--- src/rtl/core/mck_pkg.sv ---
// ----------------------------------------------------------------------------
// mck_pkg
// types, constants and the element rom for the morse character keyer
// ----------------------------------------------------------------------------
`default_nettype none

package mck_pkg;

    localparam int CHAR_W     = 8;
    localparam int UNIT_W     = 21;
    localparam int PAT_W      = 30;
    localparam int LEN_W      = 5;
    localparam int LEAD_UNITS = 1;
    localparam int TRAIL_UNITS = 6;
    localparam int SH_W       = LEAD_UNITS + PAT_W + TRAIL_UNITS;
    localparam int CNT_W      = 6;
    localparam int ROM_IDX_W  = 6;
    localparam int MAX_ELEM   = 6;

    localparam logic [CHAR_W-1:0] LOWER_A     = 8'd97;
    localparam logic [CHAR_W-1:0] LOWER_Z     = 8'd122;
    localparam logic [CHAR_W-1:0] CASE_OFFSET = 8'd32;
    localparam logic [CHAR_W-1:0] TABLE_BASE  = 8'd32;
    localparam logic [CHAR_W-1:0] FALLBACK_IDX = 8'd31;

    localparam logic [UNIT_W-1:0] UNIT_RESET   = 21'd60000;
    localparam logic [UNIT_W-1:0] ON_DUR_RESET = 21'd90000;

    typedef struct packed {
        logic [LEN_W-1:0] len;
        logic [PAT_W-1:0] pat;   // left aligned, first unit in the msb
    } rom_word_t;

    // element pattern of one table entry: count, dash mask (first element
    // in bit n-1), and the number of trailing word gaps of three off units
    function automatic rom_word_t rom_entry(input logic [ROM_IDX_W-1:0] idx);
        logic [2:0]       n;
        logic [5:0]       dm;
        logic [1:0]       gap;
        logic [PAT_W-1:0] p;
        logic [LEN_W-1:0] l;
        rom_word_t        w;
        n   = 3'd0;
        dm  = 6'b000000;
        gap = 2'd0;
        case (idx)
            6'd0:  begin n = 3'd0; gap = 2'd2; end
            6'd1:  begin n = 3'd6; dm = 6'b101011; end
            6'd11: begin n = 3'd5; dm = 6'b001010; end
            6'd12: begin n = 3'd6; dm = 6'b110011; end
            6'd13: begin n = 3'd6; dm = 6'b100001; end
            6'd14: begin n = 3'd6; dm = 6'b010101; end
            6'd15: begin n = 3'd5; dm = 6'b010010; end
            6'd16: begin n = 3'd5; dm = 6'b011111; end
            6'd17: begin n = 3'd5; dm = 6'b001111; end
            6'd18: begin n = 3'd5; dm = 6'b000111; end
            6'd19: begin n = 3'd5; dm = 6'b000011; end
            6'd20: begin n = 3'd5; dm = 6'b000001; end
            6'd21: begin n = 3'd5; dm = 6'b000000; end
            6'd22: begin n = 3'd5; dm = 6'b010000; end
            6'd23: begin n = 3'd5; dm = 6'b011000; end
            6'd24: begin n = 3'd5; dm = 6'b011100; end
            6'd25: begin n = 3'd5; dm = 6'b011110; end
            6'd26: begin n = 3'd6; dm = 6'b111000; gap = 2'd1; end
            6'd27: begin n = 3'd6; dm = 6'b101010; end
            6'd29: begin n = 3'd5; dm = 6'b010001; end
            6'd31: begin n = 3'd6; dm = 6'b001100; end
            6'd33: begin n = 3'd2; dm = 6'b000001; end
            6'd34: begin n = 3'd4; dm = 6'b001000; end
            6'd35: begin n = 3'd4; dm = 6'b001010; end
            6'd36: begin n = 3'd3; dm = 6'b000100; end
            6'd37: begin n = 3'd1; dm = 6'b000000; end
            6'd38: begin n = 3'd4; dm = 6'b000010; end
            6'd39: begin n = 3'd3; dm = 6'b000110; end
            6'd40: begin n = 3'd4; dm = 6'b000000; end
            6'd41: begin n = 3'd2; dm = 6'b000000; end
            6'd42: begin n = 3'd4; dm = 6'b000111; end
            6'd43: begin n = 3'd3; dm = 6'b000101; end
            6'd44: begin n = 3'd4; dm = 6'b000100; end
            6'd45: begin n = 3'd2; dm = 6'b000011; end
            6'd46: begin n = 3'd2; dm = 6'b000010; end
            6'd47: begin n = 3'd3; dm = 6'b000111; end
            6'd48: begin n = 3'd4; dm = 6'b000110; end
            6'd49: begin n = 3'd4; dm = 6'b001101; end
            6'd50: begin n = 3'd3; dm = 6'b000010; end
            6'd51: begin n = 3'd3; dm = 6'b000000; end
            6'd52: begin n = 3'd1; dm = 6'b000001; end
            6'd53: begin n = 3'd3; dm = 6'b000001; end
            6'd54: begin n = 3'd4; dm = 6'b000001; end
            6'd55: begin n = 3'd3; dm = 6'b000011; end
            6'd56: begin n = 3'd4; dm = 6'b001001; end
            6'd57: begin n = 3'd4; dm = 6'b001011; end
            6'd58: begin n = 3'd4; dm = 6'b001100; end
            default: begin n = 3'd0; dm = 6'b000000; gap = 2'd0; end
        endcase
        p = '0;
        l = '0;
        for (int i = 0; i < MAX_ELEM; i++) begin
            if (3'(i) < n) begin
                if (i != 0) begin
                    p = p << 3;
                    l = l + 5'd3;
                end
                if (dm[n - 3'd1 - 3'(i)]) begin
                    p = (p << 3) | PAT_W'(3'b111);
                    l = l + 5'd3;
                end else begin
                    p = (p << 1) | PAT_W'(1'b1);
                    l = l + 5'd1;
                end
            end
        end
        l = l + LEN_W'(3 * int'(gap));
        p = p << (3 * int'(gap));
        w.len = l;
        w.pat = p << (LEN_W'(PAT_W) - l);
        return w;
    endfunction

endpackage

`default_nettype wire

--- src/rtl/core/morse_character_keyer_unit.sv ---
// ----------------------------------------------------------------------------
// morse_character_keyer_unit
// ascii to morse keying units with on/off level and duration per unit
// ----------------------------------------------------------------------------
// Each accepted character (lower case folded, codes beyond the table sent as '?')
// yields len+7 keying units, one per clock while m_tready is high: a leading
// off unit, the element pattern msb first and six trailing off units, the
// final one marked by m_tlast. A character therefore yields 7 to 37 units,
// shifted out of the output shift register. The element rom is read into its
// register as a character is taken, and the next character is fetched and
// held while the current one is still being keyed, so runs follow each other
// without a gap. Off units last unit_time_us, on units one and a half units,
// saturated to 21 bits; the user must write the unit time over the cfg channel
// only while the block is idle, the block itself does not enforce it.
`default_nettype none

module morse_character_keyer_unit #(
    parameter int TABLE_ENTRIES = 59
) (
    input  wire logic        aclk,
    input  wire logic        aresetn,
    // configuration: unit_time_us
    input  wire logic        cfg_valid,
    output logic             cfg_ready,
    input  wire logic [20:0] cfg_data,
    // input stream
    input  wire logic        s_tvalid,
    output logic             s_tready,
    input  wire logic [7:0]  s_tdata,   // [7:0] char_code
    // result stream
    output logic             m_tvalid,
    input  wire logic        m_tready,
    output logic [23:0]      m_tdata,   // [0] key_on, [21:1] duration_us, [23:22] zero
    output logic             m_tlast    // last_unit
);

    localparam logic [mck_pkg::CHAR_W-1:0] ENTRIES = mck_pkg::CHAR_W'(TABLE_ENTRIES);

    logic [mck_pkg::UNIT_W-1:0] unit_reg, unit_next;
    logic [mck_pkg::UNIT_W-1:0] on_dur_reg, on_dur_next;
    logic                       rom_vld_reg, rom_vld_next;
    mck_pkg::rom_word_t         rom_q_reg;
    logic [mck_pkg::SH_W-1:0]   sh_reg, sh_next;
    logic [mck_pkg::CNT_W-1:0]  cnt_reg, cnt_next;

    logic [mck_pkg::CHAR_W-1:0] folded;
    logic [mck_pkg::CHAR_W-1:0] idx;
    logic [mck_pkg::UNIT_W:0]   on_sum;
    logic                       s_xfer;
    logic                       busy;
    logic                       load;

    assign cfg_ready = 1'b1;
    assign s_tready  = !rom_vld_reg;
    assign s_xfer    = s_tvalid && s_tready;
    assign busy      = (cnt_reg != '0);
    assign load      = rom_vld_reg && (!busy || (m_tready && cnt_reg == 6'd1));

    // fold case and map onto the table, out of range goes to '?'
    always_comb begin
        folded = s_tdata;
        if (s_tdata >= mck_pkg::LOWER_A && s_tdata <= mck_pkg::LOWER_Z) begin
            folded = s_tdata - mck_pkg::CASE_OFFSET;
        end
        idx = folded - mck_pkg::TABLE_BASE;
        if (idx >= ENTRIES) begin
            idx = mck_pkg::FALLBACK_IDX;
        end
    end

    // on time is one and a half units, saturating
    assign on_sum = {1'b0, cfg_data} + {2'b00, cfg_data[mck_pkg::UNIT_W-1:1]};

    always_comb begin
        unit_next   = unit_reg;
        on_dur_next = on_dur_reg;
        if (cfg_valid && cfg_ready) begin
            unit_next   = cfg_data;
            on_dur_next = on_sum[mck_pkg::UNIT_W] ? '1 : on_sum[mck_pkg::UNIT_W-1:0];
        end
    end

    always_comb begin
        rom_vld_next = rom_vld_reg;
        if (s_xfer) begin
            rom_vld_next = 1'b1;
        end else if (load) begin
            rom_vld_next = 1'b0;
        end
    end

    always_comb begin
        sh_next  = sh_reg;
        cnt_next = cnt_reg;
        if (load) begin
            sh_next  = {1'b0, rom_q_reg.pat, {mck_pkg::TRAIL_UNITS{1'b0}}};
            cnt_next = {1'b0, rom_q_reg.len}
                       + mck_pkg::CNT_W'(mck_pkg::LEAD_UNITS + mck_pkg::TRAIL_UNITS);
        end else if (busy && m_tready) begin
            sh_next  = sh_reg << 1;
            cnt_next = cnt_reg - 6'd1;
        end
    end

    // element rom, synchronous read
    always_ff @(posedge aclk) begin
        if (s_xfer) begin
            rom_q_reg <= mck_pkg::rom_entry(idx[mck_pkg::ROM_IDX_W-1:0]);
        end
        sh_reg <= sh_next;
    end

    always_ff @(posedge aclk) begin
        if (!aresetn) begin
            unit_reg    <= mck_pkg::UNIT_RESET;
            on_dur_reg  <= mck_pkg::ON_DUR_RESET;
            rom_vld_reg <= 1'b0;
            cnt_reg     <= '0;
        end else begin
            unit_reg    <= unit_next;
            on_dur_reg  <= on_dur_next;
            rom_vld_reg <= rom_vld_next;
            cnt_reg     <= cnt_next;
        end
    end

    assign m_tvalid = busy;
    assign m_tlast  = (cnt_reg == 6'd1);
    assign m_tdata  = {2'b00,
                       sh_reg[mck_pkg::SH_W-1] ? on_dur_reg : unit_reg,
                       sh_reg[mck_pkg::SH_W-1]};

endmodule

`default_nettype wire

--- config.mk ---
export PLATFORM = sky130hd
export DESIGN_NAME = morse_character_keyer_unit
export DESIGN_NICKNAME = d
export VERILOG_FILES = /design/src/rtl/core/mck_pkg.sv /design/src/rtl/core/morse_character_keyer_unit.sv
export SDC_FILE = /design/constraint.sdc
export NUM_CORES = 1
export LEC_CHECK = 0
export ABC_CLOCK_PERIOD_IN_PS = 16100
export BUFFER_PORTS_ARGS = -buffer_cell sky130_fd_sc_hd__buf_2
export CAP_MARGIN = 20
export CORE_MARGIN = 2
export CORE_UTILIZATION = 50
export DETAILED_ROUTE_END_ITERATION = 12
export HOLD_SLACK_MARGIN = 0.06
export PLACE_DENSITY = 0.67
export SKIP_CTS_REPAIR_TIMING = 1
export SLEW_MARGIN = 20
export SYNTH_ARGS = -nofsm -noshare
export SYNTH_HDL_FRONTEND = slang
export SYNTH_SLANG_ARGS = --single-unit
--- constraint.sdc ---
create_clock -name aclk -period 16.1 [get_ports aclk]
set_input_delay 3.22 -clock aclk [delete_from_list [all_inputs] [get_ports aclk]]
set_output_delay 3.22 -clock aclk [all_outputs]
set_load 0.005 [all_outputs]
==> metrics.txt <==
status finished clean; most common cell in the netlist nand2_1; Yosys top cell by area edfxtp_1; CP max-delay cell a32oi_4; Largest stage delay, worst path 0.62 ns; 1st-iter DRT viols 1516; fmax 71.2 MHz; Die Y-Extent 163 um; largest cells by area after synthesis edfxtp_1 (15%), dfxtp_1 (7.9%), mux2_2 (5.6%); Max-cap violations 0; DRT Pass-1 Iters 6; Worst Tran Pin Value 1.02 ns; Rel. slew slack 31.8%; final WL 38800 um; # rows 58; Layout Skew 0.00973 ns; asr flop ratio synth 0%; total gr overflow 0; synthesized-area fraction occupied by adder cells 4.55%; initial antenna violation count 0; CTS Buf Count 17; XOR/XNOR Fraction of Synth Area 2.81%; Hold Vio Cnt, Final 0; root buf cell clkbuf_16; Synth Area in Compound Gates 30.6%; Sink Count 115; unrepaired setup endpoints after global routing no; I/O pin total 62; CP delay by family, top adder cells; Skew-Pair Late Insertion Delay 0.40 ns; GRT Total Usage 28.9%; most frequent CP cell ha_1; Top FF cell, synth edfxtp_1; Reg2Reg Setup Slack 13.39 ns; CTS Buffer Depth 2; Layout fillers 2342; gpl congestion 0.959; crit-path max FO 51; #FFs+latches synth 115; die area 0.0267 mm^2; WHS 0.469 ns; CORE AREA 0.0250 mm^2; largest net degree at the start of global routing 59; share of post-route cells with drive strength above 1 15.9%; post-synthesis cell area 0.0127 mm^2; Seq/Total Area, Yosys 23.3%; starting density of the core 50.7%; multiplexer share of the synthesized area 11.0%; # setup viols final 0; TritonCTS clock tree yes; Warnings, synthesis 0; Critical path buffers and inverters 9; number of flops mapped to enable cells by yosys 65; max FFs per register 35; final worst-path cycle share 87.2%; fin nets 1639; min cycle time layout 14.04 ns; Post-Syn Instances 1584; wire per inst 20.4 um; Via density 6.65; Critical Path Start Type primary input; largest family of logic cells by synthesized area compound AO/OA/AOI/OAI gates; antenna cells 0; Vias 12657; most common library cells after synthesis nand2_1 (139), nor2_1 (118), a21oi_1 (101), o21ai_0 (90), clkbuf_1 (74); H-tree levels 4; Simple-Gate Fraction of Synth Area 21.9%; vias in the first global route 11713; Setup crit end kind register; first-pass GRT wire length 62800 um; worst min-delay path category reg2reg; critical path class in2reg; die width 163 um; Worst EP required 16.31 ns; area share of the largest cell type after synthesis 15.4%; I/O Buffers 58; Core Util, Final 54.5%; CTS clock-pin slew for the worst setup and hold paths 0.06 ns; CP arrival 14.25 ns; Synth Area per Inst 8.01 um^2; Residual DRC 0; ANT nets after route 0; DP HPWL 28400 um; Slew Viols, Final 0; Distinct cells, synth 110; setup TNS 0 ns; synthesis-to-layout area growth 7.50%
## cells by family after synthesis
kind of cell,count (synthesis)
other,2
AOI/OAI and AO/OA,544
DFF,115
and+or+nand+nor,552
xor gates and xnor gates,36
buffers and inverters,173
adders and majority gates,45
muxes,117
## area by class of cell
| class | instances | area (um^2) | area share, % |
|---|---|---|---|
| clock inverters | 9 | 116 | 0.853 |
| flip-flops and latches | 115 | 2950 | 21.6 |
| repair buffers | 78 | 440 | 3.23 |
| inverters | 51 | 191 | 1.40 |
| multi-input cells | 1297 | 9040 | 66.2 |
| well taps | 330 | 413 | 3.03 |
| clock buffers | 23 | 494 | 3.62 |
## metrics by stage
step           cell area [um^2]  cells  setup WS (ns)
2_1_floorplan             12700   1585           2.77
3_3_place_gp              13000   1871           2.07
3_5_place_dp              13000   1871           1.83
4_1_cts                   13600   1903           2.24
5_1_grt                   13600   1903           1.16
6_report                  13600   1903           2.06
## cells in the final DEF, fill, tap and decap left out, types with 18 or more instances in the layout
master	n
a31oi_1	29
clkbuf_16	19
ha_1	43
o211ai_1	24
a211oi_1	29
o21ai_1	18
a21oi_1	100
inv_1	42
mux2_2	63
edfxtp_1	65
nand2_1	139
a21o_1	19
nand2b_1	20
buf_2	58
nor2b_1	25
buf_4	20
dfxtp_1	49
nand3_1	60
nor3_1	58
nor2_1	118
mux2i_1	42
xnor2_1	19
o21ai_0	90
a22oi_1	22
nor4_1	23
## path summary, 6_finish.rpt
check                                               start                   endpoint  cells past startpoint
worst max-delay path                           s_tdata[3]    rom_q_reg[27]$_DFFE_PP_                     49
worst max register to register    cnt_reg[5]$_SDFFE_PN0P_       sh_reg[35]$_DFFE_PP_                      6
worst min register to register  unit_reg[13]$_SDFFE_PN1P_  unit_reg[13]$_SDFFE_PN1P_                      2
worst min-delay path            unit_reg[13]$_SDFFE_PN1P_  unit_reg[13]$_SDFFE_PN1P_                      2
## metal layers
metal,vias to the layer above,track usage [%],wire length (um)
met5,-,0,0
met1,5917,39.6,17400
met2,570,45.9,17700
met3,104,3.58,2360
li1,6066,-,-
met4,0,12.2,1390
## worst min-delay path: cells and delay by family, from the launching register on
kind,cells,cell delay [ns]
flip-flops,1,0.32
multiplexers,1,0.06
AND/OR/NAND/NOR,1,0.06
Power is not shown: default switching activity piles up to over one toggle a cycle in this logic, so the estimate is an artifact.
